File: src/rtl/core/assert_macros.svh
// Assertion macros shared by the integrator RTL.
// Define NO_ASSERTIONS to compile every check away.
`ifndef ASSERT_MACROS_SVH
`define ASSERT_MACROS_SVH
`ifndef NO_ASSERTIONS
// antecedent implies consequent in the same cycle
`define ASSERT_IMPLY(label, clk, rst_n, pre, post, msg) \
    label: assert property (@(posedge clk) disable iff (!rst_n) (pre) |-> (post)) \
        else $error(msg);
// antecedent implies consequent in the next cycle
`define ASSERT_NEXT(label, clk, rst_n, pre, post, msg) \
    label: assert property (@(posedge clk) disable iff (!rst_n) (pre) |=> (post)) \
        else $error(msg);
`else
`define ASSERT_IMPLY(label, clk, rst_n, pre, post, msg)
`define ASSERT_NEXT(label, clk, rst_n, pre, post, msg)
`endif
`endif

File: src/rtl/core/fsei_mul.sv
// Shared registered 34x34 signed multiplier with fixed-point floor shift
// and 32-bit saturation. Depends on nothing but its parameter.
`timescale 1ns / 1ps
`default_nettype none
module fsei_mul #(
    parameter int FRACTION_BITS = 16
) (
    input  wire logic               clk,
    input  wire logic signed [33:0] a,
    input  wire logic signed [33:0] b,
    output logic signed [67:0]      prod,
    output logic signed [31:0]      prod_fix
);
    logic signed [67:0] prod_reg;
    logic signed [67:0] shifted;

    // product register
    always_ff @(posedge clk)
    begin
        prod_reg <= a * b;
    end

    // floor shift, then clamp to signed 32 bits
    always_comb
    begin
        shifted = prod_reg >>> FRACTION_BITS;
        if (shifted[67:31] == '0 || shifted[67:31] == '1)
            prod_fix = shifted[31:0];
        else if (shifted[67])
            prod_fix = 32'sh8000_0000;
        else
            prod_fix = 32'sh7FFF_FFFF;
    end

    assign prod = prod_reg;
endmodule
`default_nettype wire

File: config.mk
export PLATFORM = sky130hd
export DESIGN_NAME = fsei_mul
export DESIGN_NICKNAME = d
export VERILOG_FILES = /design/src/rtl/core/assert_macros.svh /design/src/rtl/core/fsei_mul.sv
export SDC_FILE = /design/constraint.sdc
export NUM_CORES = 2
export LEC_CHECK = 0
export ABC_AREA = 1
export CORE_MARGIN = 3
export CORE_UTILIZATION = 60
export DETAILED_ROUTE_END_ITERATION = 12
export DONT_BUFFER_PORTS = 1
export HOLD_SLACK_MARGIN = 0.03
export PLACE_DENSITY = 0.72
export REMOVE_ABC_BUFFERS = 1
export SLEW_MARGIN = 0
export SYNTH_ARGS = -nofsm -noshare
export SYNTH_HDL_FRONTEND = slang
export SYNTH_SLANG_ARGS = --single-unit
File: constraint.sdc
create_clock -name clk -period 12.7 [get_ports clk]
set_clock_uncertainty 0.1 [all_clocks]
set_input_delay 1.27 -clock clk [delete_from_list [all_inputs] [get_ports clk]]
set_output_delay 1.27 -clock clk [all_outputs]
set_load 0.005 [all_outputs]
---- After elaboration in Yosys (flattened, before gate mapping) ----
Index checks and enable logic that the tools add are counted.
storage, ports and cells
  input port bits ......................... 69
  register bits after elaboration ......... 68
  output and inout bits ................... 100
  logic and storage cells ................. 7
cells by class
  equal/unequal tests ..................... 1
  mux-type cells .......................... 2
  multipliers ............................. 1
  reduce and logical (&&, ||, !) cells .... 2
operator list
  cell                  number
  $mul 34x34->68        1
  $mux 32               2
  $eq 37x37->1 const B  1
  $logic_not 37->1      1
  $logic_or 1x1->1      1

---- Logic depth before layout (Yosys ltp) ----
  depth in word-level cells ............... 3
  gate-level depth with buffers ........... 34
  depth with buffers taken out ............ 32

---- Worst setup path before layout ----
OpenSTA, ideal clock, no wires.
  path kind ............................... input port to flip-flop
  start point ............................. input port a[33]
  end point ............................... register prod_reg[63], in the netlist prod[63]
  buffers on the path ..................... 2
  data arrival time ....................... 7.985 ns
  required time ........................... 12.488 ns
  setup time .............................. 0.112 ns
  stages .................................. 25
  setup slack ............................. 4.503 ns
  cell sequence ........................... clkbuf_1 > clkbuf_1 > nand2_1 > inv_1 > fa_1 > fa_1 > fa_1 > fa_1 > inv_1 > fa_1 > fa_1 > fa_1 > fa_1 > inv_1 > ha_1 > nand2_1 > nor2_2 > inv_1 > nor2_4 > inv_2 > nor2_1 > and2_1 > nand2_1 > nand3_1 > nand2_1
on the way
  cells in the longest elaborated chain, start to end .. 1
ends and longest elaborated chain
  element                 line            text
  start: declaration      fsei_mul.sv:9   input wire logic signed [33:0] a,
  $mul 34x34->68          fsei_mul.sv:20  prod_reg <= a * b;
  end signal: assignment  fsei_mul.sv:20
  end: declaration        fsei_mul.sv:14  logic signed [67:0] prod_reg;
Every way passes these cells.

---- Final worst setup path ----
  start point ............................. input port b[7]
  end point ............................... register prod_reg[57], in the netlist prod[57]
on the way
  cells in the longest elaborated chain, start to end .. 1
ends and longest elaborated chain
  element             line            text
  start: declaration  fsei_mul.sv:10  input wire logic signed [33:0] b,
  $mul 34x34->68      fsei_mul.sv:20
Every way passes these cells.

==> summary.md <==
| Metric | Value |
|---|---|
| WHS Endpoint | prod[0] |
| Unrepaired setup endpoints after global routing | no |
| Ports | ~170 |
| Critical path, cell by cell | nand2_1, inv_1, fa_1, inv_1, fa_1, inv_1, fa_1, fa_1, inv_1, fa_1, fa_1, fa_1, fa_1, inv_1, ha_1, nand2_1, nor2_1, inv_1, nor2_2, nand2_1, nor4_1, nand2_1, nand4_1, nand2_1 |
| Area Overhead vs Synth | 1.254% |
| Period utilization | 0.6515 |
| Startpoint Class | input port |
| Clock buffer depth | 2 |
| Post-synth EDFFs | 0 |
| Max-cap violations | 0 |
| Leading area contributor after synthesis | fa_1 |
| Routed vias/inst | ~5.2 |
| HP Class | input port to flop |
| Met3 Use GR | 0.05647 |
| CP Capture Type | flop |
| Max FFs per register | 68 |
| First-pass DRT Iterations | 9 |
| Syn Inst Count | 5983 |
| Total gr overflow | 0 |
| Distinct cell type count after synthesis | 34 |
| HPWL after DPL | 106800 µm |
| Hold_buf cts | 0 |
| CTS resizes | 0 |
| Most used cell, CP | fa_1 |
| H-tree lvl count | 3 |
| # clock sinks | 68 |
| Yosys reg bits | a little under 70 |
| Count leader, synth | inv_1 |
| Worst-Margin Slew | around 1.1 ns |
| Ranking of synthesized cells by area | fa_1 (54%), inv_1 (17%), nand2_1 (13%) |
| Clock transition at the registers of the reported paths | 0.06 ns |
| Asr flop ratio synth | 0 |
| CTS tree | yes |
| CORE AREA | 76200 µm² |
| Fillcell total | 6866 |
| Setup TNS | 0 ns |
| Crit Path Category | input port to flop |
| Hold path depth | 2 |
| Number of setup violations in the final report | 0 |
| Clk root buf | clkbuf_16 |
| Synth top area share | 0.5365 |
| Fin crit period | 8.274 ns |
| Antenna violations before repair | 5 |
| Die Area | 80550 µm² |
| Hold wc startpoint | b[0] |
| Ys Warns | 0 |
| GRT Resource Usage Total | 0.3334 |
| DIE WIDTH | 283.8 µm |
| Share of cells above drive strength 1 | 0.01275 |
| Status | completed |
| Routed wire length | roughly 130000 µm |
| Max Freq | 120.9 MHz |
| Drt drc | 0 |
| WP data required | ~13 ns |
| Wirelength per Cell | 18.83 µm |
| Post-Syn Area per Cell | between 7 and 8 µm² |
| Commonest cells post-synth | inv_1 (2062), nand2_1 (1650), fa_1 (1241), clkbuf_1 (270), ha_1 (204) |
| Core Util, Final | 0.6153 |
| Met2 track demand over resource | 0.5737 |
| Critical path buffers and inverters | 6 |
| Max-slew violations | 0 |
| Routed vias | 35087 |
| Final hold vios | 0 |
| Row count | 101 |
| GRT busiest layer | met2 |
| Setup Buffers After CTS | 0 |
| Critical path fanouts, max | 34 |
| CP max stage delay | 1.17 ns |
| Main synth FF type | dfxtp_1 |
| Detail Route Antenna Nets | 0 |
| Initial core utilization | 0.6077 |
| WP data arrival | 8.44 ns |
| Slew margin rel. | 0.2611 |
| Post-Synthesis Cell Area | 46310 µm² |
| Post-layout nets | approximately 7200 |
| DRT iter0 DRCs | 2600 |
| Crit-path slowest cell | fa_1 |
| Top Family by Delay on Critical Path | adder cells |
| Pin count of the biggest net entering global routing | 36 |
| Die height | 283.8 µm |
| Post-synthesis sequential area ratio | 0.02940 |
| Number of global-route vias before repair | 38727 |
| PortBufs | 0 |
| First-pass GRT wire length | 210200 µm |
| Diodes inserted | 0 |
| Met1 Usage GRT | 0.4381 |
| GPL Wtd Cong | 1.000 |
| Total CTS buffers | 9 |
## logic make-up (layout without fill, tap and decap cells)
kind of cell,Yosys count,count (layout),share of synthesized area
buffers and inverters,2346,2088,0.1903
AND/OR/NAND/NOR,1948,1948,0.1658
adder cells (fa/ha/maj),1445,1445,0.5916
AO/OA/AOI/OAI,141,141,0.01624
flip-flops,68,68,0.02940
XOR/XNOR,35,35,0.006620
## per-stage QoR
| step | hold WS (ns) | std cells | setup WS, ns | cell area [µm²] |
|---|---|---|---|---|
| floorplan | 1.263 | 5705 | 4.918 | 45260 |
| global placement | 1.280 | 6739 | 4.130 | 46580 |
| detailed placement | 1.286 | 6739 | 4.006 | 46580 |
| CTS | 0.9019 | 6755 | 4.373 | 46890 |
| global route | 0.9360 | 6755 | 3.916 | 46890 |
| finish | 0.9313 | 6755 | 4.426 | 46890 |
## cells in the final DEF (no fill, tap or decap)
cell	count
inv_2	6
o21ai_1	1
nor2_2	9
nor2_1	134
nor4_2	2
nor3_2	1
and2_1	2
ha_1	204
o21bai_1	15
nand3b_1	3
xor2_1	31
clkinvlp_4	2
buf_4	4
nand3_1	69
dfxtp_1	68
nand4_1	27
o21a_1	1
o21ai_0	37
and3_1	1
clkbuf_16	9
fa_1	1241
nand2_1	1650
inv_8	1
inv_6	3
or2_2	8
bufinv_16	1
inv_1	2062
nand3_2	4
a21boi_0	1
xnor2_1	4
nor2_4	4
or2_1	1
a21o_2	1
nand2_2	18
nor3_1	7
a21oi_1	85
nor4_1	8
## metal layers
metal	vias up	wire length, µm
met5	-	0
met4	0	3961
met3	290	10590
met2	1462	62410
met1	17723	50200
li1	15612	-
## final cells by class
| class | instances | area, µm² | share of cell area |
|---|---|---|---|
| Tap cell | 1030 | 1289 | 0.02749 |
| Multi-Input combinational cell | 3569 | 36140 | 0.7707 |
| Clock buffer | 9 | 225.2 | 0.004803 |
| Inverter | 2068 | 7762 | 0.1656 |
| Clock inverter | 7 | 82.58 | 0.001761 |
| Sequential cell | 68 | 1361 | 0.02903 |
| Timing Repair Buffer | 4 | 30.03 | 0.0006404 |
## worst max path at each step
stage | startpoint | end | depth (start not counted)
floorplan | a[33] | prod[63] | 25
global placement | a[33] | prod[57] | 22
detailed placement | a[33] | prod[57] | 22
CTS | a[33] | prod[57] | 22
global route | b[7] | prod[57] | 24
finish | b[7] | prod[57] | 24
Power is not shown: default switching activity piles up to over one toggle a cycle in this logic, so the estimate is an artifact.
