## config.mk

```make
export PLATFORM = sky130hd
export DESIGN_NAME = fsei_div
export DESIGN_NICKNAME = d
export VERILOG_FILES = /design/src/rtl/core/assert_macros.svh /design/src/rtl/core/fsei_pkg.sv /design/src/rtl/core/fsei_div.sv
export SDC_FILE = /design/constraint.sdc
export NUM_CORES = 1
export LEC_CHECK = 0
export ABC_AREA = 1
export BUFFER_PORTS_ARGS = -buffer_cell sky130_fd_sc_hd__buf_2
export CAP_MARGIN = 15
export CELL_PAD_IN_SITES_DETAIL_PLACEMENT = 1
export CELL_PAD_IN_SITES_GLOBAL_PLACEMENT = 1
export CORE_MARGIN = 10
export CORE_UTILIZATION = 41
export DETAILED_ROUTE_END_ITERATION = 8
export PLACE_DENSITY = 0.92
export SLEW_MARGIN = 0
export SYNTH_ARGS = -nofsm -noshare
export SYNTH_HDL_FRONTEND = slang
export SYNTH_SLANG_ARGS = --single-unit
```

## constraint.sdc

```tcl
create_clock -name clk -period 2.84 [get_ports clk]
set_input_delay 0.142 -clock clk [delete_from_list [all_inputs] [get_ports clk]]
set_output_delay 0.142 -clock clk [all_outputs]
set_load 0.05 [all_outputs]
```

## src/rtl/core/assert_macros.svh

```systemverilog
// Assertion macros shared by the integrator RTL.
// Define NO_ASSERTIONS to compile every check away.
`ifndef ASSERT_MACROS_SVH
`define ASSERT_MACROS_SVH
`ifndef NO_ASSERTIONS
// antecedent implies consequent in the same cycle
`define ASSERT_IMPLY(label, clk, rst_n, pre, post, msg) \
    label: assert property (@(posedge clk) disable iff (!rst_n) (pre) |-> (post)) \
        else $error(msg);
// antecedent implies consequent in the next cycle
`define ASSERT_NEXT(label, clk, rst_n, pre, post, msg) \
    label: assert property (@(posedge clk) disable iff (!rst_n) (pre) |=> (post)) \
        else $error(msg);
`else
`define ASSERT_IMPLY(label, clk, rst_n, pre, post, msg)
`define ASSERT_NEXT(label, clk, rst_n, pre, post, msg)
`endif
`endif

```

## src/rtl/core/fsei_pkg.sv

```systemverilog
// Package for the force-sum Euler integrator: command codes and defaults.
// No dependencies.
`timescale 1ns / 1ps
`default_nettype none
package fsei_pkg;
    localparam int DEF_SUB_STEPS     = 1;
    localparam int DEF_FRACTION_BITS = 16;
    localparam logic [31:0] TIME_STEP_RESET = 32'd1092;

    localparam logic [1:0] CMD_BEGIN     = 2'd0;
    localparam logic [1:0] CMD_FORCE     = 2'd1;
    localparam logic [1:0] CMD_INTEGRATE = 2'd2;

    // handshake of an iterative unit
    typedef struct packed {
        logic busy;
        logic done;
    } unit_status_t;
endpackage
`default_nettype wire

```

## src/rtl/core/fsei_div.sv

```systemverilog
// Restoring divider, one quotient bit per cycle, DW-bit dividend by a
// 32-bit divisor. Uses fsei_pkg for the status struct.
`timescale 1ns / 1ps
`default_nettype none
module fsei_div
    import fsei_pkg::*;
#(
    parameter int DW = 48
) (
    input  wire logic          clk,
    input  wire logic          rst_n,
    input  wire logic          start,
    input  wire logic [DW-1:0] dividend,
    input  wire logic [31:0]   divisor,
    output unit_status_t       status,
    output logic [DW-1:0]      quotient
);
    localparam int CW = $clog2(DW + 1);

    logic [31:0]   rem_reg;
    logic [DW-1:0] quo_reg;
    logic [31:0]   dvs_reg;
    logic [CW-1:0] cnt_reg;
    logic          busy_reg;
    logic          done_reg;
    logic [32:0]   shifted;
    logic [32:0]   diff;
    logic          ge;

    // one trial subtraction
    always_comb
    begin
        shifted = {rem_reg, quo_reg[DW-1]};
        diff    = shifted - {1'b0, dvs_reg};
        ge      = !diff[32];
    end

    // control
    always_ff @(posedge clk or negedge rst_n)
    begin
        if (!rst_n)
        begin
            busy_reg <= 1'b0;
            done_reg <= 1'b0;
            cnt_reg  <= '0;
        end
        else
        begin
            done_reg <= 1'b0;
            if (start)
            begin
                busy_reg <= 1'b1;
                cnt_reg  <= CW'(DW);
            end
            else if (busy_reg)
            begin
                cnt_reg <= cnt_reg - 1'b1;
                if (cnt_reg == CW'(1))
                begin
                    busy_reg <= 1'b0;
                    done_reg <= 1'b1;
                end
            end
        end
    end

    // datapath
    always_ff @(posedge clk)
    begin
        if (start)
        begin
            rem_reg <= '0;
            quo_reg <= dividend;
            dvs_reg <= divisor;
        end
        else if (busy_reg)
        begin
            rem_reg <= ge ? diff[31:0] : shifted[31:0];
            quo_reg <= {quo_reg[DW-2:0], ge};
        end
    end

    assign status.busy = busy_reg;
    assign status.done = done_reg;
    assign quotient    = quo_reg;
endmodule
`default_nettype wire

```

**After elaboration in Yosys (flattened, before gate mapping)**

Index checks and enable logic that the tools add are counted.

- Add/sub/neg operators: 2
- Eq/ne operators: 1
- Mux-type cells: 11
- Reductions and logical operators: 2

Operator list:

| operator | number |
|---|---|
| 2-to-1 mux 48 bit | 2 |
| subtractor 33 x 32 -> 33 bit | 1 |
| 2-to-1 mux 32 bit | 1 |
| 2-to-1 mux 6 bit | 2 |
| equality test 6 x 1 -> 1 bit, second input constant | 1 |
| 2-to-1 mux 1 bit | 6 |
| subtractor 6 x 1 -> 6 bit, second input constant | 1 |
| nonzero test 2 bit | 1 |
| zero test 1 bit | 1 |

- Register bits: 120
- Bits of input ports: 83
- Logic and storage cells: 22

**Logic depth before layout (Yosys ltp)**

Gate-level depths: netlist of run 1.

- Depth after elaboration: 4
- Mapped depth: 18

**Worst setup path after synthesis of run 1**

Ideal clock, no wire load.

- Path kind: reg-to-reg
- Start: register quo_reg[47], in the netlist quotient[47]
- End: register quo_reg[0], in the netlist quotient[0], data pin
- Arrival: 2.377 ns
- Data required time: 2.571 ns
- Slack: 0.194 ns
- Stages on the path, launching flop included: 17
- Clock period less this slack: 2.646 ns
- Cells stage by stage: edfxtp_1 -> inv_1 -> ha_1 -> fa_1 -> inv_1 -> nand2_1 -> nand2_1 -> nand3_1 -> nand2_1 -> nand2_1 -> nand2_2 -> nand2_2 -> nand2_2 -> nand2_2 -> nand2_4 -> buf_6 -> o21ai_0

- Word-level cells in the longest chain between the ends: 4

RTL lines:

| element | RTL line | source |
|---|---|---|
| from (decl) | fsei_div.sv:21 | `logic [DW-1:0] quo_reg;` |
| from (signal assigned) | fsei_div.sv:73 | `quo_reg <= dividend;` |
| from (signal assigned) | fsei_div.sv:79 | `quo_reg <= {quo_reg[DW-2:0], ge};` |
| subtractor 33 x 32 -> 33 bit | fsei_div.sv:34 | `diff = shifted - {1'b0, dvs_reg};` |
| zero test 1 bit | fsei_div.sv:35 | `ge = !diff[32];` |
| 2-to-1 mux 48 bit | fsei_div.sv:76 | `else if (busy_reg)` |
| 2-to-1 mux 48 bit | fsei_div.sv:70 | `if (start)` |

Every way passes these cells. The select of a mux whose other input is x is not followed.
A chain may end at the register's enable or synchronous reset.

**Worst setup path after layout of run 1**

- Start: register quo_reg[47], in the netlist quotient[47]
- End: register rem_reg[18]

- Word-level cells in the longest chain between the ends: 2

RTL lines:

| element | RTL line | source |
|---|---|---|
| subtractor 33 x 32 -> 33 bit | fsei_div.sv:34 |  |
| 2-to-1 mux 32 bit | fsei_div.sv:78 | `rem_reg <= ge ? diff[31:0] : shifted[31:0];` |
| to (signal assigned) | fsei_div.sv:78 |  |
| to (decl) | fsei_div.sv:20 | `logic [31:0] rem_reg;` |

Every way passes these cells.

==> results of run 1 <==
## Yosys cell counts (4+ instances only)
| cell type | instances | share of area (%) |
|---|---|---|
| clkbuf_1 | 15 | 0.74 |
| nor2_1 | 45 | 2.2 |
| and2_1 | 7 | 0.57 |
| ha_1 | 34 | 5.6 |
| buf_6 | 5 | 0.74 |
| nor3_1 | 5 | 0.33 |
| dfrtp_1 | 8 | 2.6 |
| buf_4 | 4 | 0.39 |
| inv_1 | 203 | 10 |
| nand4_1 | 10 | 0.82 |
| nand2_1 | 505 | 25 |
| xnor2_1 | 13 | 1.5 |
| nor2_2 | 5 | 0.41 |
| nand3_1 | 60 | 3.9 |
| o21ai_0 | 9 | 0.59 |
| edfxtp_1 | 80 | 32 |
| dfxtp_1 | 32 | 8.4 |
| a21oi_1 | 22 | 1.4 |
| nand2_2 | 10 | 0.82 |
## cell type report
class	instances	share of cell area, %
clock buffers	17	4.37
clock inverters	15	1.79
inverters	206	7.95
multi-input cells	745	35.8
flip-flops and latches	120	33.3
well taps	229	2.95
repair buffers	198	13.8
## worst max-delay path by stage
stage / from / to / slack (ns) / cells after the start
after floorplan: quotient[47] / quotient[0] / 0.19 / 16
after global placement: quotient[47] / rem_reg[5] / 0.35 / 17
after detailed placement: quotient[47] / rem_reg[4] / 0.17 / 17
after CTS: quotient[47] / rem_reg[6] / 0.08 / 17
after global routing: quotient[47] / rem_reg[22] / 0.01 / 18
final: quotient[47] / rem_reg[18] / 0.20 / 18
## layer usage
metal | global-route usage (%) | part of all wire, % | vias to the layer above
li1 | - | - | 3719
met1 | 26.3 | 38 | 3707
met2 | 43.0 | 50 | 296
met3 | 6.30 | 6.6 | 93
met4 | 13.9 | 5.3 | 0
met5 | 0 | 0 | -
## power breakdown
part	switching, mW	internal (mW)
Sequential	0.0937	2.01
Combinational	0.751	0.327
Clock	1.05	1.26
## cells by family (layout without fill, tap and decap cells)
group,after synthesis,after routing,share of synthesized area [%]
AOI/OAI and AO/OA,38,38,2.65
xor gates and xnor gates,15,15,1.73
adders and majority gates,35,35,5.85
buffers and inverters,230,436,12.0
DFF,120,120,42.6
and+or+nand+nor,657,657,35.2
## layout by cell type (no fill, tap or decap), types with 8 or more instances in the layout
cell	n
a21oi_1	22
buf_2	131
clkbuf_16	18
dfrtp_1	8
dfxtp_1	32
dlygate4sd3_1	61
edfxtp_1	80
ha_1	34
inv_1	202
nand2_1	504
nand2_2	11
nand3_1	60
nand4_1	10
nor2_1	43
o21ai_0	9
xnor2_1	13
## repair_timing
| item | 4_1_cts | 5_1_grt |
|---|---|---|
| endpoints found under the setup margin | 0 | 31 |
| hold endpoints to repair | 68 | 0 |
| buffers inserted | 0 | 0 |
| resized for setup | 0 | 4 |
| hold buffers | 61 | 0 |
## worst min-delay path, stage by stage
cell and delay [ns]:
buf_2 0.08, nand2_1 0.06, nand2_1 0.06
## stage by stage
stage	hold WS [ns]	total power, mW
after floorplan	-0.154	2.78
after global placement	-0.00640	3.04
after detailed placement	0.00516	3.08
after CTS	0.000282	5.46
after global routing	0.00750	5.70
final	0.00505	5.50
==> impl_metrics.yaml, run 1 <==
sta:
  fin_crit_sh_pct: 93.0
  setup_viol: 0
  layout_setup_ws_ns: 0.198
  fin_crit_ns: 2.64
  fin_skew_ns: 0.0244
  rsz0062_at_grt: "no"
  max_freq_mhz: 378
  worstMarginPinSlew_ns: 1.08
  final.setup.tns_ns: 0
  maxSlewHeadroom_pct: 28.0
  slew_violations: 0
  hold_viol: 0
synthesis:
  ys_ff_latch: 120
  synthDistinctLibCells: 35
  synth_ff_type: "edfxtp_1"
  yosys_warnings: 0
  synthesis.instances: 1095
  avgSynthCellArea_um2: 6.96
  synth_area_mm2: 0.00762
  syn-num-nets: 1213
  synth-seq-area-share_pct: 42.6
  synth-edff-count: 80
  async_reset_ff_share_pct: 6.67
final_layout:
  register_area_mm2: 0.00324
  drive_gt1_share_pct: 15.1
  fin_nets: 1406
  diodes: 0
  multi_input_area_mm2: 0.00348
  largest_reg_flops: 48
  nFillCells: 2337
  fin_cells: 1530
  syn2layout_area_growth_pct: 27.7
  final_util_pct: 53.6
  final_area_mm2: 0.00973
floorplanning:
  rows: 49
  coreArea_mm2: 0.0181
  num_io_pins: 133
  dieWidth_um: 156
  die_y_um: 156
  dieArea_mm2: 0.0244
  start_util_pct: 42.0
critical_path:
  cp_cell_sequence: "inv_1 > ha_1 > fa_2 > inv_1 > nand2_1 > nand2_1 > nand3_1 > nand2_2 > nand2_1 > nand2_2 > nand2_2 > nand2_2 > nand2_2 > nand2_8 > clkbuf_16 > nand2_1 > nand3_1 > nand2_1"
  timing.critical_path.buf_inv: 3
  worstSetupPathType: "reg2reg"
  reg2reg_depth: 18
  rr_startpoint: "quotient[47]"
  crit_path_max_incr_delay_ns: 0.37
  cp_top_family: "simple AND/OR/NAND/NOR gates"
  arrival_ns: 2.97
  r2r-end: "rem_reg[18]"
  worstPathMaxFanout: 13
  crit_required_ns: 3.16
  end_kind: "flip-flop"
  r2r_slack_ns: 0.20
  crit_path_start_kind: "flip-flop"
  crit_slowest_cell: "fa_2"
clock_tree:
  cts_max_path_buffers: 2
  cts.clk_slew.worst_paths_ns: 0.07
  cts_tree: "yes"
  numCtsBuffers: 17
  h-tree-depth: 4
  root_buffer: "clkbuf_16"
  insertion_delay_ns: 0.45
  cts_sinks: 120
detailed_routing:
  vias: 7815
  firstDrtPassIters: 5
  drt_iter0_drc: 438
  drtAntennaViolNets: 0
  vias_per_cell: 5.11
  routed_wirelength_mm: 29.6
  wl_per_cell_um: 19.4
  drcViolationCount: 0
outcome:
  outcome: "finished, final reports clean"
min_path:
  worst_hold_path_type: "in2reg"
  min_delay_worst_endpoint: "quotient[31]"
  hold_start: "dividend[31]"
  holdPathStages: 3
placement:
  dpl.hpwl_mm: 18.5
  place_area_mm2: 0.00847
  place_congestion: 0.951
  placed_cells: 1436
  io_buffers: 132
  dpl_worst_slack_ns: 0.169
power:
  ir_worst_vdd_mv: 0.555
  powerDensity_mw_per_mm2: 565
  p_leak_nw: 5.33
grt:
  overflow: 0
  first_global_vias: 8564
  grt_pass1_wl_mm: 46.4
  antenna_found_initial: 0
  grt_max_degree: 53
  grt_use_total_pct: 24.5
job:
  drv_cap: 0
Power figures use the tool's default switching activity.
==> inputs of run 2 (changes only) <==
CORE_UTILIZATION = 30   (was 41)
HOLD_SLACK_MARGIN = 0.1   (was unset)
PLACE_DENSITY = 0.73   (was 0.92)
==> run 2 against run 1 <==
Against the previous run:
- highest routed layer unchanged
- final cell count up 8.3%
- critical path type unchanged
- largest cell class unchanged
- critical path depth decreased by 2
- hold slack better by 0.12 ns
- clock skew is 0.0090 ns lower
==> impl_metrics.yaml, run 2 (synthesis gave the netlist of run 1 again) <==
floorplanning:
  num_io_pins: 133
  coreArea_mm2: 0.0251
  dieArea_mm2: 0.0322
  die_y_um: 179
  dieWidth_um: 179
  start_util_pct: 30.3
  rows: 58
critical_path:
  cp_cell_sequence: "inv_1 > ha_1 > fa_1 > inv_1 > nand2_1 > nand2_1 > nand3_1 > nand2_1 > nand2_1 > nand2_2 > nand2_2 > nand2_2 > nand2_2 > nand2_4 > buf_12 > o21ai_0"
  worstSetupPathType: "reg2reg"
  crit_required_ns: 3.00
  end_kind: "flip-flop"
  crit_slowest_cell: "fa_1"
  crit_path_start_kind: "flip-flop"
  crit_path_max_incr_delay_ns: 0.40
  worstPathMaxFanout: 14
  rr_startpoint: "quotient[47]"
  arrival_ns: 2.72
  worstSetupEndpoint: "quotient[0]"
  reg2reg_depth: 16
  r2r_slack_ns: 0.28
  r2r-end: "quotient[0]"
  critPathLaunch: "quotient[47]"
detailed_routing:
  drcViolationCount: 0
  routed_wirelength_mm: 25.2
  firstDrtPassIters: 5
  vias_per_cell: 4.49
  wl_per_cell_um: 15.2
  drtAntennaViolNets: 0
  drt_iter0_drc: 286
  vias: 7433
grt:
  grt_use_total_pct: 16.3
  grt_max_degree: 51
  first_global_vias: 8112
  grt_pass1_wl_mm: 41.4
  overflow: 0
  antenna_found_initial: 2
placement:
  place_congestion: 0.884
  io_buffers: 132
  dpl.hpwl_mm: 18.5
job:
  drv_cap: 0
power:
  power_mw: 5.45
  powerDensity_mw_per_mm2: 539
  p_leak_nw: 5.45
  ir_worst_vdd_mv: 0.386
final_layout:
  multi_input_area_mm2: 0.00347
  final_common_cell: "nand2_1"
  largest_reg_flops: 48
  final_cell_mix: "nand2_1, inv_1, buf_2"
  register_area_mm2: 0.00324
  drive_gt1_share_pct: 15.0
  fin_nets: 1430
  syn2layout_area_growth_pct: 32.6
  nFillCells: 3220
sta:
  slew_violations: 0
  fin_crit_sh_pct: 90.0
  setup_viol: 0
  rsz0062_at_grt: "no"
  fin_crit_ns: 2.56
  maxSlewHeadroom_pct: 44.5
  max_freq_mhz: 391
  worstMarginPinSlew_ns: 0.833
  fin_skew_ns: 0.0154
  final.setup.tns_ns: 0
  hold_viol: 0
clock_tree:
  cts_sinks: 120
  root_buffer: "clkbuf_16"
  cts.clk_slew.worst_paths_ns: 0.07
  cts_max_path_buffers: 2
  h-tree-depth: 4
  cts_tree: "yes"
  numCtsBuffers: 17
  insertion_delay_ns: 0.43
outcome:
  outcome: "finished, final reports clean"
min_path:
  worst_hold_path_type: "in2async"
==> run 2: changes by cell type in the layout (fill, tap and decap cells not counted), moves of 2 or more <==
| cell | previous run | this run |
|---|---|---|
| clkinv_4 | 3 | 1 |
| diode_2 | 0 | 2 |
| buf_12 | 1 | 3 |
| dlygate4sd3_1 | 61 | 81 |
| buf_4 | 4 | 7 |
| inv_6 | 3 | 5 |
==> run 2: critical path, delay by kind of cell (launching register included) <==
family / cells / cell delay, ns
simple gates: 10 / 0.91
flops: 1 / 0.34
buf+inv: 3 / 0.33
compound gates: 1 / 0.08
fa+ha+maj: 2 / 0.62
==> run 2: power by group <==
part / total [mW] / internal (mW) / switching (mW) / leakage [nW]
Combinational: 1.04 / 0.343 / 0.697 / 3.95
Sequential: 2.09 / 2.01 / 0.0785 / 1.19
Clock: 2.32 / 1.36 / 0.956 / 0.302
Total: 5.45 / 3.72 / 1.73 / 5.45
==> run 2: cell type report <==
class | instances | share of cell area [%]
Antenna cell | 2 | 0.0496
Clock buffer | 18 | 4.35
Clock inverter | 14 | 1.75
Inverter | 206 | 7.66
Multi-Input combinational cell | 745 | 34.4
Sequential cell | 120 | 32.1
Tap cell | 330 | 4.09
Timing Repair Buffer | 222 | 15.6
==> run 2: repair_timing <==
| item | CTS | global route |
|---|---|---|
| setup endpoints to repair | 0 | 6 |
| buffers inserted | 0 | 0 |
| endpoints found under the hold margin | 88 | 0 |
| resized for setup | 0 | 1 |
| hold buffers | 81 | 0 |
==> run 2: metal layers <==
metal / part of all wire [%] / global-route usage [%]
met5: 0 / 0
met4: 1.0 / 3.79
met1: 44 / 19.4
met2: 49 / 28.2
met3: 6.1 / 4.90
==> run 2: metrics by stage <==
step / utilization, % / std cells / setup slack, ns / hold slack [ns] / instance area (um^2)
floorplan: - / 1095 / 0.194 / -0.154 / 7620
global placement: 34.5 / 1542 / 0.354 / -0.00218 / 8660
detailed placement: 34.5 / 1542 / 0.239 / -0.00229 / 8660
CTS: 40.2 / 1655 / 0.210 / 0.101 / 10100
global route: 40.2 / 1657 / 0.0445 / 0.128 / 10100
finish: 40.2 / 1657 / 0.285 / 0.123 / 10100
==> run 2: how the worst min path moves through the flow <==
stage	cells after the start	startpoint	to
2_1_floorplan	0	rst_n	busy_reg
3_3_place_gp	1	rst_n	cnt_reg[5]
3_5_place_dp	1	rst_n	cnt_reg[5]
4_1_cts	2	rst_n	cnt_reg[3]
5_1_grt	2	rst_n	cnt_reg[3]
6_report	2	rst_n	cnt_reg[3]
==> inputs of run 3 (changes only) <==
==> constraint.sdc (replaced) <==
create_clock -name clk -period 2.84 [get_ports clk]
set_input_delay 0.852 -clock clk [delete_from_list [all_inputs] [get_ports clk]]
set_output_delay 0.852 -clock clk [all_outputs]
set_load 0.05 [all_outputs]
==> run 3 against run 2 <==
Against the previous run:
- hold slack better by 0.14 ns
- combinational power decreased by 9%
- largest cell class unchanged
- largest power group unchanged
- critical endpoint is now rem_reg[0]
- clock skew fell by 0.00084 ns
- maximum frequency shrank 0.15%
- clock power decreased by 8%
==> impl_metrics.yaml, run 3 (synthesis gave the netlist of run 1 again) <==
outcome:
  outcome: "finished, final reports clean"
grt:
  first_global_vias: 7592
  antenna_found_initial: 6
  grt_use_total_pct: 15.3
  grt_pass1_wl_mm: 39.0
  overflow: 0
  grt_max_degree: 52
power:
  p_leak_nw: 5.08
  powerDensity_mw_per_mm2: 559
  ir_worst_vdd_mv: 0.306
  power_mw: 5.17
critical_path:
  crit_path_start_kind: "flip-flop"
  worstSetupEndpoint: "rem_reg[0]"
  arrival_ns: 2.87
  r2r-end: "rem_reg[0]"
  reg2reg_depth: 18
  rr_startpoint: "quotient[47]"
  end_kind: "flip-flop"
  critPathLaunch: "quotient[47]"
  worstPathMaxFanout: 12
  worstSetupPathType: "reg2reg"
  r2r_slack_ns: 0.28
  crit_required_ns: 3.15
floorplanning:
  die_y_um: 179
  coreArea_mm2: 0.0251
  rows: 58
  num_io_pins: 133
  dieArea_mm2: 0.0322
  dieWidth_um: 179
  start_util_pct: 30.3
sta:
  rsz0062_at_grt: "no"
  slew_violations: 0
  worstMarginPinSlew_ns: 0.458
  max_freq_mhz: 391
  fin_crit_ns: 2.56
  fin_skew_ns: 0.0145
  final.setup.tns_ns: 0
  hold_viol: 0
  maxSlewHeadroom_pct: 69.2
  setup_viol: 0
  fin_crit_sh_pct: 90.1
min_path:
  worst_hold_path_type: "in2async"
clock_tree:
  ctsResizeCount: 0
  cts.clk_slew.worst_paths_ns: 0.06
  insertion_delay_ns: 0.43
  cts_max_path_buffers: 2
  cts_hold_buf: 0
  cts_tree: "yes"
  cts_sinks: 120
  numCtsBuffers: 17
  h-tree-depth: 4
  root_buffer: "clkbuf_16"
  cts_setup_buffers: 0
final_layout:
  syn2layout_area_growth_pct: 21.4
  fin_nets: 1350
  largest_reg_flops: 48
  drive_gt1_share_pct: 15.9
  final_area_mm2: 0.00925
  final_common_cell: "nand2_1"
  final_util_pct: 36.8
  final_cell_mix: "nand2_1, inv_1, buf_2"
placement:
  dpl.hpwl_mm: 18.4
  io_buffers: 132
  place_area_mm2: 0.00867
  place_congestion: 0.846
detailed_routing:
  drcViolationCount: 0
  firstDrtPassIters: 5
  vias_per_cell: 4.51
  wl_per_cell_um: 15.0
  drt_iter0_drc: 234
  vias: 7110
  routed_wirelength_mm: 23.7
  drtAntennaViolNets: 0
job:
  drv_cap: 0
==> run 3: changes by cell type in the layout (fill, tap and decap cells not counted), sizes merged <==
cell and change:
buf +1, bufinv -1, clkinv +4, clkinvlp +1, dlygate4sd3 -81, inv -4
==> run 3: report_power, final <==
group | total [mW] | internal, mW | switching [mW]
clock network | 2.13 | 1.22 | 0.909
registers | 2.09 | 2.01 | 0.0755
logic | 0.944 | 0.272 | 0.671
total | 5.17 | 3.51 | 1.66
==> run 3: worst max-delay path, cell delays in order, from the launching register on <==
cell and delay (ns):
edfxtp_1 0.34, inv_1 0.06, ha_1 0.22, fa_1 0.40, inv_1 0.11, nand2_1 0.05
nand2_1 0.10, nand3_1 0.07, nand2_1 0.12, nand2_1 0.08, nand2_2 0.08, nand2_2 0.08
nand2_2 0.10, nand2_2 0.07, nand2_4 0.17, buf_4 0.19, nand2_1 0.07, nand3_1 0.09
nand2_1 0.06
==> run 3: worst min path at each step <==
stage | cells after the start | from | end
6_report | 1 | rst_n | busy_reg
5_1_grt | 1 | rst_n | cnt_reg[5]
4_1_cts | 1 | rst_n | cnt_reg[0]
3_5_place_dp | 2 | rem_reg[1] | rem_reg[1]
3_3_place_gp | 2 | rem_reg[1] | rem_reg[1]
2_1_floorplan | 1 | cnt_reg[3] | cnt_reg[3]
==> run 3: routing by layer <==
| layer | track usage, % | share of wire, % | vias up |
|---|---|---|---|
| met1 | 18.8 | 45 | 3333 |
| met4 | 2.70 | 0.73 | 6 |
| met2 | 25.2 | 46 | 143 |
| met3 | 6.01 | 8.2 | 17 |
| li1 | - | - | 3611 |
| met5 | 0 | 0.14 | - |
==> run 3: cell type report <==
type,instances,area [um^2]
fillers,3296,15900
repair buffers,142,776
inverters,206,773
clock buffers,18,429
clock inverters,14,139
diodes,2,5.00
well taps,330,413
multi-input cells,745,3470
flip-flops and latches,120,3240
==> run 3: metrics by stage <==
step	setup WS [ns]	cells	hold WS, ns
floorplan	0.194	1095	0.448
global placement	0.364	1543	0.463
detailed placement	0.256	1543	0.467
CTS	0.229	1575	0.251
global route	0.00417	1575	0.257
finish	0.281	1577	0.264
