===== src/rtl/core/assert_macros.svh =====
// Assertion macros shared by the integrator RTL.
// Define NO_ASSERTIONS to compile every check away.
`ifndef ASSERT_MACROS_SVH
`define ASSERT_MACROS_SVH
`ifndef NO_ASSERTIONS
// antecedent implies consequent in the same cycle
`define ASSERT_IMPLY(label, clk, rst_n, pre, post, msg) \
    label: assert property (@(posedge clk) disable iff (!rst_n) (pre) |-> (post)) \
        else $error(msg);
// antecedent implies consequent in the next cycle
`define ASSERT_NEXT(label, clk, rst_n, pre, post, msg) \
    label: assert property (@(posedge clk) disable iff (!rst_n) (pre) |=> (post)) \
        else $error(msg);
`else
`define ASSERT_IMPLY(label, clk, rst_n, pre, post, msg)
`define ASSERT_NEXT(label, clk, rst_n, pre, post, msg)
`endif
`endif


===== src/rtl/core/fsei_pkg.sv =====
// Package for the force-sum Euler integrator: command codes and defaults.
// No dependencies.
`timescale 1ns / 1ps
`default_nettype none
package fsei_pkg;
    localparam int DEF_SUB_STEPS     = 1;
    localparam int DEF_FRACTION_BITS = 16;
    localparam logic [31:0] TIME_STEP_RESET = 32'd1092;

    localparam logic [1:0] CMD_BEGIN     = 2'd0;
    localparam logic [1:0] CMD_FORCE     = 2'd1;
    localparam logic [1:0] CMD_INTEGRATE = 2'd2;

    // handshake of an iterative unit
    typedef struct packed {
        logic busy;
        logic done;
    } unit_status_t;
endpackage
`default_nettype wire


===== src/rtl/core/fsei_sqrt.sv =====
// Digit-by-digit integer square root of a 64-bit value, one root bit per
// cycle. Uses fsei_pkg for the status struct.
`timescale 1ns / 1ps
`default_nettype none
module fsei_sqrt
    import fsei_pkg::*;
(
    input  wire logic        clk,
    input  wire logic        rst_n,
    input  wire logic        start,
    input  wire logic [63:0] radicand,
    output unit_status_t     status,
    output logic [31:0]      root
);
    logic [63:0] x_reg;
    logic [33:0] rem_reg;
    logic [31:0] root_reg;
    logic [5:0]  cnt_reg;
    logic        busy_reg;
    logic        done_reg;
    logic [35:0] shifted;
    logic [35:0] trial;
    logic [35:0] diff;
    logic        ge;

    // trial subtraction of 4*root+1
    always_comb
    begin
        shifted = {rem_reg, x_reg[63:62]};
        trial   = {2'b00, root_reg, 2'b01};
        diff    = shifted - trial;
        ge      = !diff[35];
    end

    // control
    always_ff @(posedge clk or negedge rst_n)
    begin
        if (!rst_n)
        begin
            busy_reg <= 1'b0;
            done_reg <= 1'b0;
            cnt_reg  <= '0;
        end
        else
        begin
            done_reg <= 1'b0;
            if (start)
            begin
                busy_reg <= 1'b1;
                cnt_reg  <= 6'd32;
            end
            else if (busy_reg)
            begin
                cnt_reg <= cnt_reg - 1'b1;
                if (cnt_reg == 6'd1)
                begin
                    busy_reg <= 1'b0;
                    done_reg <= 1'b1;
                end
            end
        end
    end

    // datapath
    always_ff @(posedge clk)
    begin
        if (start)
        begin
            x_reg    <= radicand;
            rem_reg  <= '0;
            root_reg <= '0;
        end
        else if (busy_reg)
        begin
            x_reg    <= {x_reg[61:0], 2'b00};
            rem_reg  <= ge ? diff[33:0] : shifted[33:0];
            root_reg <= {root_reg[30:0], ge};
        end
    end

    assign status.busy = busy_reg;
    assign status.done = done_reg;
    assign root        = root_reg;
endmodule
`default_nettype wire


===== config.mk =====
export PLATFORM = sky130hd
export DESIGN_NAME = fsei_sqrt
export DESIGN_NICKNAME = d
export VERILOG_FILES = /design/src/rtl/core/assert_macros.svh /design/src/rtl/core/fsei_pkg.sv /design/src/rtl/core/fsei_sqrt.sv
export SDC_FILE = /design/constraint.sdc
export NUM_CORES = 1
export LEC_CHECK = 0
export BUFFER_PORTS_ARGS = -buffer_cell sky130_fd_sc_hd__buf_2
export CAP_MARGIN = 20
export CORE_AREA = 4 4 145 147
export CTS_BUF_LIST = sky130_fd_sc_hd__clkbuf_16
export DETAILED_ROUTE_END_ITERATION = 12
export DIE_AREA = 0 0 149 151
export GPL_ROUTABILITY_DRIVEN = 0
export HOLD_SLACK_MARGIN = 0.06
export PLACE_DENSITY = 0.66
export SLEW_MARGIN = 10
export SYNTH_ARGS = -nofsm -noshare
export SYNTH_HDL_FRONTEND = slang
export SYNTH_SLANG_ARGS = --single-unit

===== constraint.sdc =====
create_clock -name clk -period 3.4 [get_ports clk]
set_input_delay 0.17 -clock clk [delete_from_list [all_inputs] [get_ports clk]]
set_output_delay 0.17 -clock clk [all_outputs]
set_load 0.1 [all_outputs]

# --- Yosys cells after proc, flatten, opt, wreduce, memory -nomap -nowiden ---
# Index checks and enable logic that the tools add are counted.
classes:
  addsub: 2
  eq_ne: 1
  mux: 11
  n_reduce_logical: 2
op_table:
  columns: ["operator", "n"]
  rows:
  - ["64-bit 2-to-1 mux", 2]
  - ["36-bit by 34-bit subtractor with 36-bit output", 1]
  - ["34-bit 2-to-1 mux", 1]
  - ["6-bit 2-to-1 mux", 2]
  - ["6-bit by 1-bit == test with 1-bit output, second input constant", 1]
  - ["1-bit 2-to-1 mux", 6]
  - ["6-bit by 1-bit subtractor with 6-bit output, second input constant", 1]
  - ["2-bit nonzero test", 1]
  - ["1-bit logical NOT", 1]
word_totals:
  regBits: 138
  input_bits: 67
  output_inout_bits: 34
  word_cells: 22

# --- Depth between registers and ports, before layout ---
# Gate-level depths: netlist of run 1.
depth:
  ltp_word: 4
  depth_mapped: 14
  depth_no_buf: 11

# --- Worst setup path before layout of run 1 ---
# OpenSTA, ideal clock, no wires.
synth_timing:
  kind: "register to register"
  startpoint: "reg root_reg[26], in the netlist root[26]"
  endpoint: "reg rem_reg[8]"
  setup_ps: 91
  t_arrival_ps: 3781
  required_time_ps: 3309
  path_slack_ps: -472
  stages_incl_launch_ff: 14
  n_path_buf: 2
  period_less_slack_ps: 3872
  cell_sequence: "dfxtp_1 > inv_1 > ha_1 > buf_6 > a21o_1 > a21o_1 > a21o_1 > a21o_1 > a21o_1 > a211o_1 > o21a_1 > buf_6 > or4_1 > a311oi_1"
synth_between:
  elab_chain_len: 2
synth_rtl:
  columns: ["element", "line", "source"]
  rows:
  - ["start, declared", "fsei_sqrt.sv:17", "logic [31:0] root_reg;"]
  - ["start signal, assigned", "fsei_sqrt.sv:77", "root_reg <= {root_reg[30:0], ge};"]
  - ["36-bit by 34-bit subtractor with 36-bit output", "fsei_sqrt.sv:31", "diff = shifted - trial;"]
  - ["34-bit 2-to-1 mux", "fsei_sqrt.sv:76", "rem_reg <= ge ? diff[33:0] : shifted[33:0];"]
  - ["end signal, assigned", "fsei_sqrt.sv:76", null]
  - ["end, declared", "fsei_sqrt.sv:16", "logic [33:0] rem_reg;"]
# No other way between the ends.
# A chain may end at the register's enable or synchronous reset.

# --- Worst setup path in the final report of run 1 ---
layout_timing:
  startpoint: "reg root_reg[26], in the netlist root[26]"
  endpoint: "reg rem_reg[29]"
# The elaborated chain is that of the path after synthesis.

==> flow_metrics.env, run 1 <==
export IMPL_maxCapViolCount=0
export IMPL_hold_path_class="in -> reg"
export IMPL_r2r_start="root[26]$_SDFFE_PP0P_"
export IMPL_hpwlAfterDp_mm=12.29
export IMPL_slowest_stage="or4b_1"
export IMPL_clock_sinks=138
export IMPL_worst_r2r_cell_count=11
export IMPL_crit_end="rem_reg[29]$_SDFFE_PP0P_"
export IMPL_synthCells=790
export IMPL_grt_max_degree=64
export IMPL_max_slew_margin_pct=54.90
export IMPL_largest_reg_flops=64
export IMPL_cts_buffer_depth=2
export IMPL_period_share_pct=94.56
export IMPL_synth_edf_count=64
export IMPL_crit_path_start_kind="flip-flop"
export IMPL_multiInputGateArea_um2=3940
export IMPL_grt_overflow_total=0
export IMPL_p_per_area_nw_per_um2=809.9
export IMPL_fmax_mhz=311.0
export IMPL_io_buffers=100
export IMPL_antenna_found_initial=0
export IMPL_post_synth_top_count_cell="nor2_1"
export IMPL_drive_gt1_share_pct=26.58
export IMPL_post_drt_wl_per_cell_um=15.42
export IMPL_initial_utilization_pct=39.09
export IMPL_cts_buffers=17
export IMPL_hold_violations=0
export IMPL_path_max_fanout=11
export IMPL_syn2layout_area_growth_pct=25.80
export IMPL_setup_violations=0
export IMPL_worstPathArrival_ns=3.54
export IMPL_seq_area_um2=3485
export IMPL_fillers=1856
export IMPL_ys_ff_latch=138
export IMPL_path_class="reg -> reg"
export IMPL_synth_common_cells="nor2_1, dfxtp_1, edfxtp_1, mux2_2, inv_1"
export IMPL_wirelength_mm=18.78
export IMPL_syn_nets=892
export IMPL_finalCoreUtilization_pct=49.18
export IMPL_synth_top_area_cell="edfxtp_1"
export IMPL_clock_skew_final_ns=0.008610
export IMPL_first_global_vias=6155
export IMPL_critical_path_endpoint_type="flip-flop"
export IMPL_outcome="completed"
export IMPL_cp_top_family="compound AO/OA/AOI/OAI gates"
export IMPL_nNetsFinal=1037
export IMPL_cts_tree="yes"
export IMPL_synth_top_cells_by_area="edfxtp_1, dfxtp_1, mux2_2"
export IMPL_ys_seq_area_share_pct=44.24
export IMPL_r2r_slack_ns=0.18
export IMPL_drc=0
export IMPL_async_flop_share_pct=5.797
export IMPL_firstDrtPassIters=6
export IMPL_critPathMaxStageDelay_ns=0.56
export IMPL_tns_ns=0
export IMPL_via_count=6411
export IMPL_core_area_um2=19910
export IMPL_grt_pass1_wl_mm=31.07
export IMPL_cts_clk_slew_worst_paths_ns=0.06
export IMPL_fp_dieH_um=151
export IMPL_die_area_um2=22500
export IMPL_synth_ff_type="dfxtp_1"
export IMPL_cts_root_buffer="clkbuf_16"
export IMPL_yosys_warnings=0
export IMPL_critPathBufInv=1
export IMPL_synth_cell_types=59
export IMPL_worstMarginPinSlew_ns=0.6766
export IMPL_drv_slew=0
export IMPL_antenna_left=0
export IMPL_fin_crit_ns=3.215
export IMPL_pin_count=101
export IMPL_synth_area_um2=7782
export IMPL_drtIter0Drc=289
export IMPL_track_usage_pct=16.90
export IMPL_peakVddDrop_mv=0.4479
export IMPL_p_leak_uw=0.004223
export IMPL_crit_start="root[26]$_SDFFE_PP0P_"
export IMPL_cp_required_ns=3.73
export IMPL_synth_top_area_share_pct=24.69
export IMPL_die_w_um=149
export IMPL_r2r_end="rem_reg[29]$_SDFFE_PP0P_"
export IMPL_synth_area_per_cell_um2=9.851
export IMPL_path_depth=11
export IMPL_n_antenna_cell=0
export IMPL_rows=52
export IMPL_insertion_delay_ns=0.42
export IMPL_viasPerCell=5.264
export IMPL_crit_chain="inv_1, ha_1, a21o_1, a21o_1, a21o_1, a21o_1, a21o_1, a211o_1, o21a_1, or4b_1, a311oi_1"
export IMPL_path_common_cell="a21o_1"
export IMPL_htree_num_levels=4
## power by group
| part | internal, uW | total [uW] | switching (uW) |
|---|---|---|---|
| sequential | 2060 | 2280 | 216 |
| clock | 963 | 1780 | 813 |
| combinational | 1710 | 3880 | 2160 |
| total | 4740 | 7930 | 3190 |
## timing repair
action | CTS | global route
endpoints found under the hold margin | 67 | 1
resized for setup | 0 | 7
endpoints found under the setup margin | 0 | 35
buffers inserted | 0 | 1
hold buffers | 60 | 1
## layer usage
layer | global-route usage [%] | part of all wire [%]
met1 | 23.27 | 46
met2 | 27.04 | 48
met3 | 3.860 | 5.1
met4 | 4.348 | 0.89
met5 | 0 | 0
## through the flow
stage,power (uW),setup slack [ns],instance area (um2),cells,hold slack [ns]
2_1_floorplan,5162,0.002687,7820,790,-0.1256
3_3_place_gp,5982,0.2322,8597,1124,0.02230
3_5_place_dp,6032,0.1646,8597,1124,0.02041
4_1_cts,7880,0.007936,9751,1216,0.06404
5_1_grt,8512,-0.01266,9791,1218,0.06309
6_report,7929,0.1849,9791,1218,0.07396
## logic make-up after synthesis
| group | share of synthesized area [%] |
|---|---|
| AOI/OAI and AO/OA | 16.13 |
| adders and majority gates | 5.627 |
| DFF | 44.24 |
| buffers and inverters | 5.450 |
| xor gates and xnor gates | 2.926 |
| and+or+nand+nor | 12.54 |
| muxes | 13.09 |
## cells in the final DEF, fill, tap and decap left out, types with 13 or more instances in the layout
cell,instances
mux2i_1,32
nand2_1,25
a21o_1,13
clkbuf_16,17
dfxtp_2,18
buf_4,20
nand3_1,31
inv_1,51
a311oi_1,27
dfxtp_1,44
buf_2,99
dlygate4sd3_1,61
nor2_1,91
xnor2_1,16
edfxtp_1,64
o21ai_0,49
a21oi_1,30
mux2_2,62
ha_1,33
## worst min-delay path by stage
stage                 start             endpoint  slack [ns]  cells after the start
2_1_floorplan         rst_n   busy_reg$_DFF_PN0_       -0.13                      0
3_3_place_gp          rst_n   done_reg$_DFF_PN0_        0.02                      1
3_5_place_dp          rst_n   done_reg$_DFF_PN0_        0.02                      1
4_1_cts        radicand[12]  x_reg[12]$_DFFE_PP_        0.06                      2
5_1_grt        radicand[12]  x_reg[12]$_DFFE_PP_        0.06                      2
6_report       radicand[48]  x_reg[48]$_DFFE_PP_        0.07                      2
## final cells by class
type                            instances  share of cell area, %
Sequential cell                       138                  35.59
Tap cell                              270                  3.450
Clock inverter                         15                  1.304
Clock buffer                           17                  4.345
Timing Repair Buffer                  182                  13.15
Multi-Input combinational cell        546                  40.24
Inverter                               50                  1.917
Note: power is estimated with default switching activity, not from simulation.
==> inputs of run 2 (changes only) <==
--- a/config.mk
+++ b/config.mk
@@ -8,7 +8,7 @@
 export BUFFER_PORTS_ARGS = -buffer_cell sky130_fd_sc_hd__buf_2
 export CAP_MARGIN = 20
 export CORE_AREA = 4 4 145 147
-export CTS_BUF_LIST = sky130_fd_sc_hd__clkbuf_16
+export CTS_BUF_LIST = sky130_fd_sc_hd__clkbuf_8
 export DETAILED_ROUTE_END_ITERATION = 12
 export DIE_AREA = 0 0 149 151
 export GPL_ROUTABILITY_DRIVEN = 0
==> run 2 against run 1 <==
Against the previous run: largest cell class unchanged; critical endpoint unchanged; via count rose by 1.0%; final cell count rose by 0.41%; utilization decreased by 0.78 points; worst setup slack worse by 0.00055 ns; sequential cell count unchanged; non-clock buffer count up 4; power fell by 6.3%; critical path depth stayed put; routed wire length is 0.71% higher; clock skew increased by 0.0041 ns; worst hold slack better by 0.036 ns.
==> flow_metrics.env, run 2 (synthesis results as in run 1) <==
export IMPL_viasPerCell=5.294
export IMPL_largest_reg_flops=64
export IMPL_comb_power_share_pct=52.1
export IMPL_setup_violations=0
export IMPL_antenna_found_initial=0
export IMPL_antenna_left=0
export IMPL_power_uw=7429
export IMPL_r2r_end="rem_reg[29]$_SDFFE_PP0P_"
export IMPL_final_cell_mix="buf_2, nor2_1, dlygate4sd3_1"
export IMPL_fp_dieH_um=151
export IMPL_power_frac_clock_pct=17.3
export IMPL_cts_root_buffer="clkbuf_8"
export IMPL_wirelength_mm=18.92
export IMPL_path_class="reg -> reg"
export IMPL_worstMarginPinSlew_ns=0.6785
export IMPL_insertion_delay_ns=0.45
export IMPL_path_max_fanout=11
export IMPL_cts_buffer_depth=2
export IMPL_drive_gt1_share_pct=26.37
export IMPL_r2r_start="root[26]$_SDFFE_PP0P_"
export IMPL_first_global_vias=6227
export IMPL_core_area_um2=19910
export IMPL_nNetsFinal=1041
export IMPL_drv_slew=0
export IMPL_cts_clk_slew_worst_paths_ns=0.09
export IMPL_htree_num_levels=4
export IMPL_hpwlAfterDp_mm=12.29
export IMPL_worstPathArrival_ns=3.58
export IMPL_firstDrtPassIters=6
export IMPL_stdcell_count=1223
export IMPL_grt_overflow_total=0
export IMPL_rows=52
export IMPL_placedCellCount=1124
export IMPL_grt_max_degree=64
export IMPL_drc=0
export IMPL_drtIter0Drc=334
export IMPL_outcome="completed"
export IMPL_die_area_um2=22500
export IMPL_maxCapViolCount=0
export IMPL_clock_skew_final_ns=0.01274
export IMPL_via_count=6475
export IMPL_hold_violations=0
export IMPL_max_slew_margin_pct=54.77
export IMPL_r2r_slack_ns=0.18
export IMPL_p_switching_uw=3126
export IMPL_final_common_cell="buf_2"
export IMPL_peakVddDrop_mv=0.4042
export IMPL_initial_utilization_pct=39.09
export IMPL_cts_buffers=17
export IMPL_cts_tree="yes"
export IMPL_fmax_mhz=311.0
export IMPL_grt_pass1_wl_mm=31.33
export IMPL_p_int_uw=4302
export IMPL_critical_path_endpoint_type="flip-flop"
export IMPL_syn2layout_area_growth_pct=23.81
export IMPL_fin_crit_ns=3.216
export IMPL_switching_share_pct=42.09
export IMPL_finalCoreUtilization_pct=48.40
export IMPL_clock_sinks=138
export IMPL_post_drt_wl_per_cell_um=15.47
export IMPL_die_w_um=149
export IMPL_period_share_pct=94.58
export IMPL_worst_r2r_cell_count=11
export IMPL_placed_cell_area_um2=8597
export IMPL_final_area_um2=9635
export IMPL_setup_ws_ns=0.1844
export IMPL_crit_path_start_kind="flip-flop"
export IMPL_power_frac_seq_pct=30.6
export IMPL_pin_count=101
export IMPL_track_usage_pct=17.04
export IMPL_p_leak_uw=0.004151
export IMPL_io_buffers=100
export IMPL_p_per_area_nw_per_um2=771.0
export IMPL_place_ws_ns=0.1646
export IMPL_cp_required_ns=3.76
export IMPL_hold_path_class="in -> async"
==> run 2: cell count changes in the layout (fill, tap and decap cells not counted) <==
cell / previous run / this run
dlygate4sd3_1: 61 / 65
a2111oi_0: 3 / 4
diode_2: 0 / 1
clkbuf_8: 0 / 17
a2111oi_2: 1 / 0
clkbuf_16: 17 / 0
==> run 2: worst max-delay path by stage <==
stage / start / end / cells past startpoint
finish: root[26]$_SDFFE_PP0P_ / rem_reg[29]$_SDFFE_PP0P_ / 11
global route: root[15]$_SDFFE_PP0P_ / rem_reg[19]$_SDFFE_PP0P_ / 14
CTS: root[4]$_SDFFE_PP0P_ / rem_reg[29]$_SDFFE_PP0P_ / 11
detailed placement: root[4]$_SDFFE_PP0P_ / rem_reg[8]$_SDFFE_PP0P_ / 11
global placement: root[4]$_SDFFE_PP0P_ / rem_reg[8]$_SDFFE_PP0P_ / 11
floorplan: root[9]$_SDFFE_PP0P_ / rem_reg[8]$_SDFFE_PP0P_ / 11
==> run 2: layout make-up <==
class                   count  area (um2)
well taps                 270       337.8
repair buffers            186        1328
diodes                      1       2.502
clock buffers              17       234.0
fillers                  1869       10270
flip-flops and latches    138        3485
inverters                  50       187.7
clock inverters            15       127.6
multi-input cells         546        3934
==> run 2: through the flow <==
step	setup TNS, ns	hold WS (ns)
2_1_floorplan	0	-0.1256
3_3_place_gp	0	0.02230
3_5_place_dp	0	0.02041
4_1_cts	0	0.1078
5_1_grt	-0.01343	0.1195
6_report	0	0.1098
==> run 2: timing repair <==
item,CTS,global route
setup endpoints to repair,0,18
resized for setup,0,5
hold buffers,65,0
buffers inserted,0,1
endpoints found under the hold margin,72,0
==> run 2: power groups by stage <==
stage | combinational, uW | clock [uW] | sequential [uW]
2_1_floorplan | 2860 | 0 | 2300
3_3_place_gp | 3680 | 0 | 2300
3_5_place_dp | 3730 | 0 | 2300
4_1_cts | 3800 | 1310 | 2270
5_1_grt | 4300 | 1390 | 2310
6_report | 3870 | 1290 | 2270
==> run 2: worst max-delay path: stages, from the launching register on <==
cell	delay (ns)
dfxtp_4	0.36
inv_1	0.04
ha_1	0.30
a21o_1	0.22
a21o_1	0.18
a21o_1	0.19
a21o_1	0.17
a21o_1	0.17
a211o_1	0.35
o21a_1	0.33
or4b_1	0.56
a311oi_1	0.26
==> run 2: layer usage <==
layer | vias to the layer above | GRT usage (%) | routed length (um)
met5 | - | 0 | 0
met4 | 0 | 5.080 | 255
met3 | 20 | 3.680 | 1055
met2 | 185 | 27.45 | 8968
met1 | 3066 | 23.15 | 8638
li1 | 3204 | - | -
==> inputs of run 3 (changes only) <==
--- a/config.mk
+++ b/config.mk
@@ -12,9 +12,11 @@
 export DETAILED_ROUTE_END_ITERATION = 12
 export DIE_AREA = 0 0 149 151
 export GPL_ROUTABILITY_DRIVEN = 0
+export GPL_TIMING_DRIVEN = 0
 export HOLD_SLACK_MARGIN = 0.06
 export PLACE_DENSITY = 0.66
 export SLEW_MARGIN = 10
 export SYNTH_ARGS = -nofsm -noshare
 export SYNTH_HDL_FRONTEND = slang
 export SYNTH_SLANG_ARGS = --single-unit
+export TNS_END_PERCENT = 50
==> run 3 against run 2 <==
Against the previous run: via count increased by 2.1%; register-to-register slack worse by 0.09 ns; sequential cell count did not move; first-iteration DRC count is 30% higher; clock skew decreased by 0.0026 ns; sequential share of layout area is 0.83 points lower; routed wire length increased by 6.6%.
==> flow_metrics.env, run 3 (synthesis results as in run 1) <==
export IMPL_outcome="completed"
export IMPL_antenna_found_initial=0
export IMPL_critPathMaxStageDelay_ns=0.47
export IMPL_clock_skew_final_ns=0.01010
export IMPL_hold_path_class="in -> async"
export IMPL_slowest_stage="or4b_1"
export IMPL_antenna_left=0
export IMPL_path_common_cell="o21ai_0"
export IMPL_cts_root_buffer="clkbuf_8"
export IMPL_multiInputGateArea_um2=3983
export IMPL_final_area_um2=9851
export IMPL_finalCoreUtilization_pct=49.48
export IMPL_drv_slew=0
export IMPL_maxCapViolCount=0
export IMPL_drive_gt1_share_pct=25.66
export IMPL_tns_ns=0
export IMPL_seq_area_um2=3481
export IMPL_p_leak_uw=0.004232
export IMPL_period_share_pct=97.18
export IMPL_rsz0062_at_grt="true"
export IMPL_via_count=6612
export IMPL_fin_crit_ns=3.304
export IMPL_fmax_mhz=302.6
export IMPL_grt_overflow_total=0
export IMPL_critPathBufInv=2
export IMPL_placed_cell_area_um2=8688
export IMPL_grt_max_degree=54
export IMPL_cts_buffers=17
export IMPL_firstDrtPassIters=5
export IMPL_first_global_vias=6508
export IMPL_max_slew_margin_pct=41.30
export IMPL_pin_count=101
export IMPL_core_area_um2=19910
export IMPL_wl_met2_mm=9.535
export IMPL_io_buffers=99
export IMPL_peakVddDrop_mv=0.3454
export IMPL_hpwlAfterDp_mm=13.74
export IMPL_cp_required_ns=3.78
export IMPL_viasPerCell=5.264
export IMPL_n_antenna_cell=0
export IMPL_insertion_delay_ns=0.46
export IMPL_syn2layout_area_growth_pct=26.58
export IMPL_fp_dieH_um=151
export IMPL_drtIter0Drc=435
export IMPL_rows=52
export IMPL_hold_violations=0
export IMPL_drc=0
export IMPL_critical_path_endpoint_type="flip-flop"
export IMPL_grt_pass1_wl_mm=32.75
export IMPL_top_layer="met4"
export IMPL_crit_path_start_kind="flip-flop"
export IMPL_clock_sinks=138
export IMPL_largest_reg_flops=64
export IMPL_die_area_um2=22500
export IMPL_wirelength_mm=20.16
export IMPL_crit_chain="inv_1, ha_1, a2111oi_0, o21ai_0, nand2_1, nor3_2, nor2_2, clkbuf_4, a211oi_1, o21ai_0, or4b_1, a311oi_1"
export IMPL_wl_met1_mm=9.233
export IMPL_htree_num_levels=4
export IMPL_nNetsFinal=1075
export IMPL_worstPathArrival_ns=3.69
export IMPL_p_per_area_nw_per_um2=784.4
export IMPL_cts_clk_slew_worst_paths_ns=0.10
export IMPL_post_drt_wl_per_cell_um=16.05
export IMPL_final_common_cell="buf_2"
export IMPL_final_cell_mix="buf_2, nor2_1, dlygate4sd3_1"
export IMPL_fillers=1852
export IMPL_wl_met3_mm=1.048
export IMPL_die_w_um=149
export IMPL_cts_tree="yes"
export IMPL_holdWs_ns=0.08598
export IMPL_track_usage_pct=18.12
export IMPL_cp_top_family="compound AO/OA/AOI/OAI gates"
export IMPL_cts_buffer_depth=2
export IMPL_worstMarginPinSlew_ns=0.8805
export IMPL_initial_utilization_pct=39.09
export IMPL_setup_violations=0
export IMPL_path_max_fanout=10
export IMPL_path_class="reg -> reg"
[run 3: cell types whose count changed in the layout (fill, tap and decap cells not counted), sizes merged]
cell / previous run / this run
clkinvlp: 2 / 0
diode: 1 / 0
clkinv: 1 / 7
clkbuf: 17 / 60
buf: 121 / 112
inv: 62 / 58
[run 3: where the power goes]
part / internal (uW) / switching (uW) / leakage [uW]
clock network: 573 / 825 / 0.000213
logic: 1720 / 2330 / 0.00269
registers: 2060 / 219 / 0.00133
total: 4350 / 3380 / 0.00423
[run 3: stage by stage]
| step | worst slack [ns] | total power [uW] | std cells |
|---|---|---|---|
| final | 0.09582 | 7727 | 1256 |
| after global routing | -0.04580 | 8299 | 1256 |
| after CTS | 0.01048 | 7571 | 1257 |
| after detailed placement | -0.4133 | 6033 | 1160 |
| after global placement | -0.4386 | 6003 | 1159 |
| after floorplan | 0.002687 | 5162 | 790 |
[run 3: metal layers]
layer,vias to the layer above,track usage [%]
met5,-,0
met1,3131,24.08
met3,27,4.249
met4,0,5.995
met2,182,29.26
li1,3272,-
[run 3: path summary, 6_finish.rpt]
check / start / to / slack [ns] / depth (start not counted)
worst max register to register: root[4]$_SDFFE_PP0P_ / rem_reg[29]$_SDFFE_PP0P_ / 0.1 / 12
min in group clk: start / rem_reg[31]$_SDFFE_PP0P_ / 0.35 / 3
worst max-delay path: root[4]$_SDFFE_PP0P_ / rem_reg[29]$_SDFFE_PP0P_ / 0.1 / 12
worst min register to register: root[0]$_SDFFE_PP0P_ / root[0]$_SDFFE_PP0P_ / 0.50 / 2
max in group asynchronous: rst_n / done_reg$_DFF_PN0_ / 3.14 / 2
worst min-delay path: rst_n / cnt_reg[5]$_DFFE_PN0P_ / 0.09 / 2
[run 3: repair_timing]
action | 4_1_cts | 5_1_grt
pin swaps | 1 | 7
buffers inserted | 0 | 2
gates resized for setup | 12 | 25
gates cloned | 0 | 0
endpoints found under the hold margin | 72 | 0
hold buffers | 65 | 0
setup endpoints to repair | 32 | 35
[run 3: cell type report]
class                   count  area share (%)
plain buffers              53           2.515
clock buffers              17           2.375
clock inverters            15           1.943
inverters                  50           1.905
multi-input cells         546           40.43
flip-flops and latches    138           35.34
well taps                 270           3.429
repair buffers            167           12.07
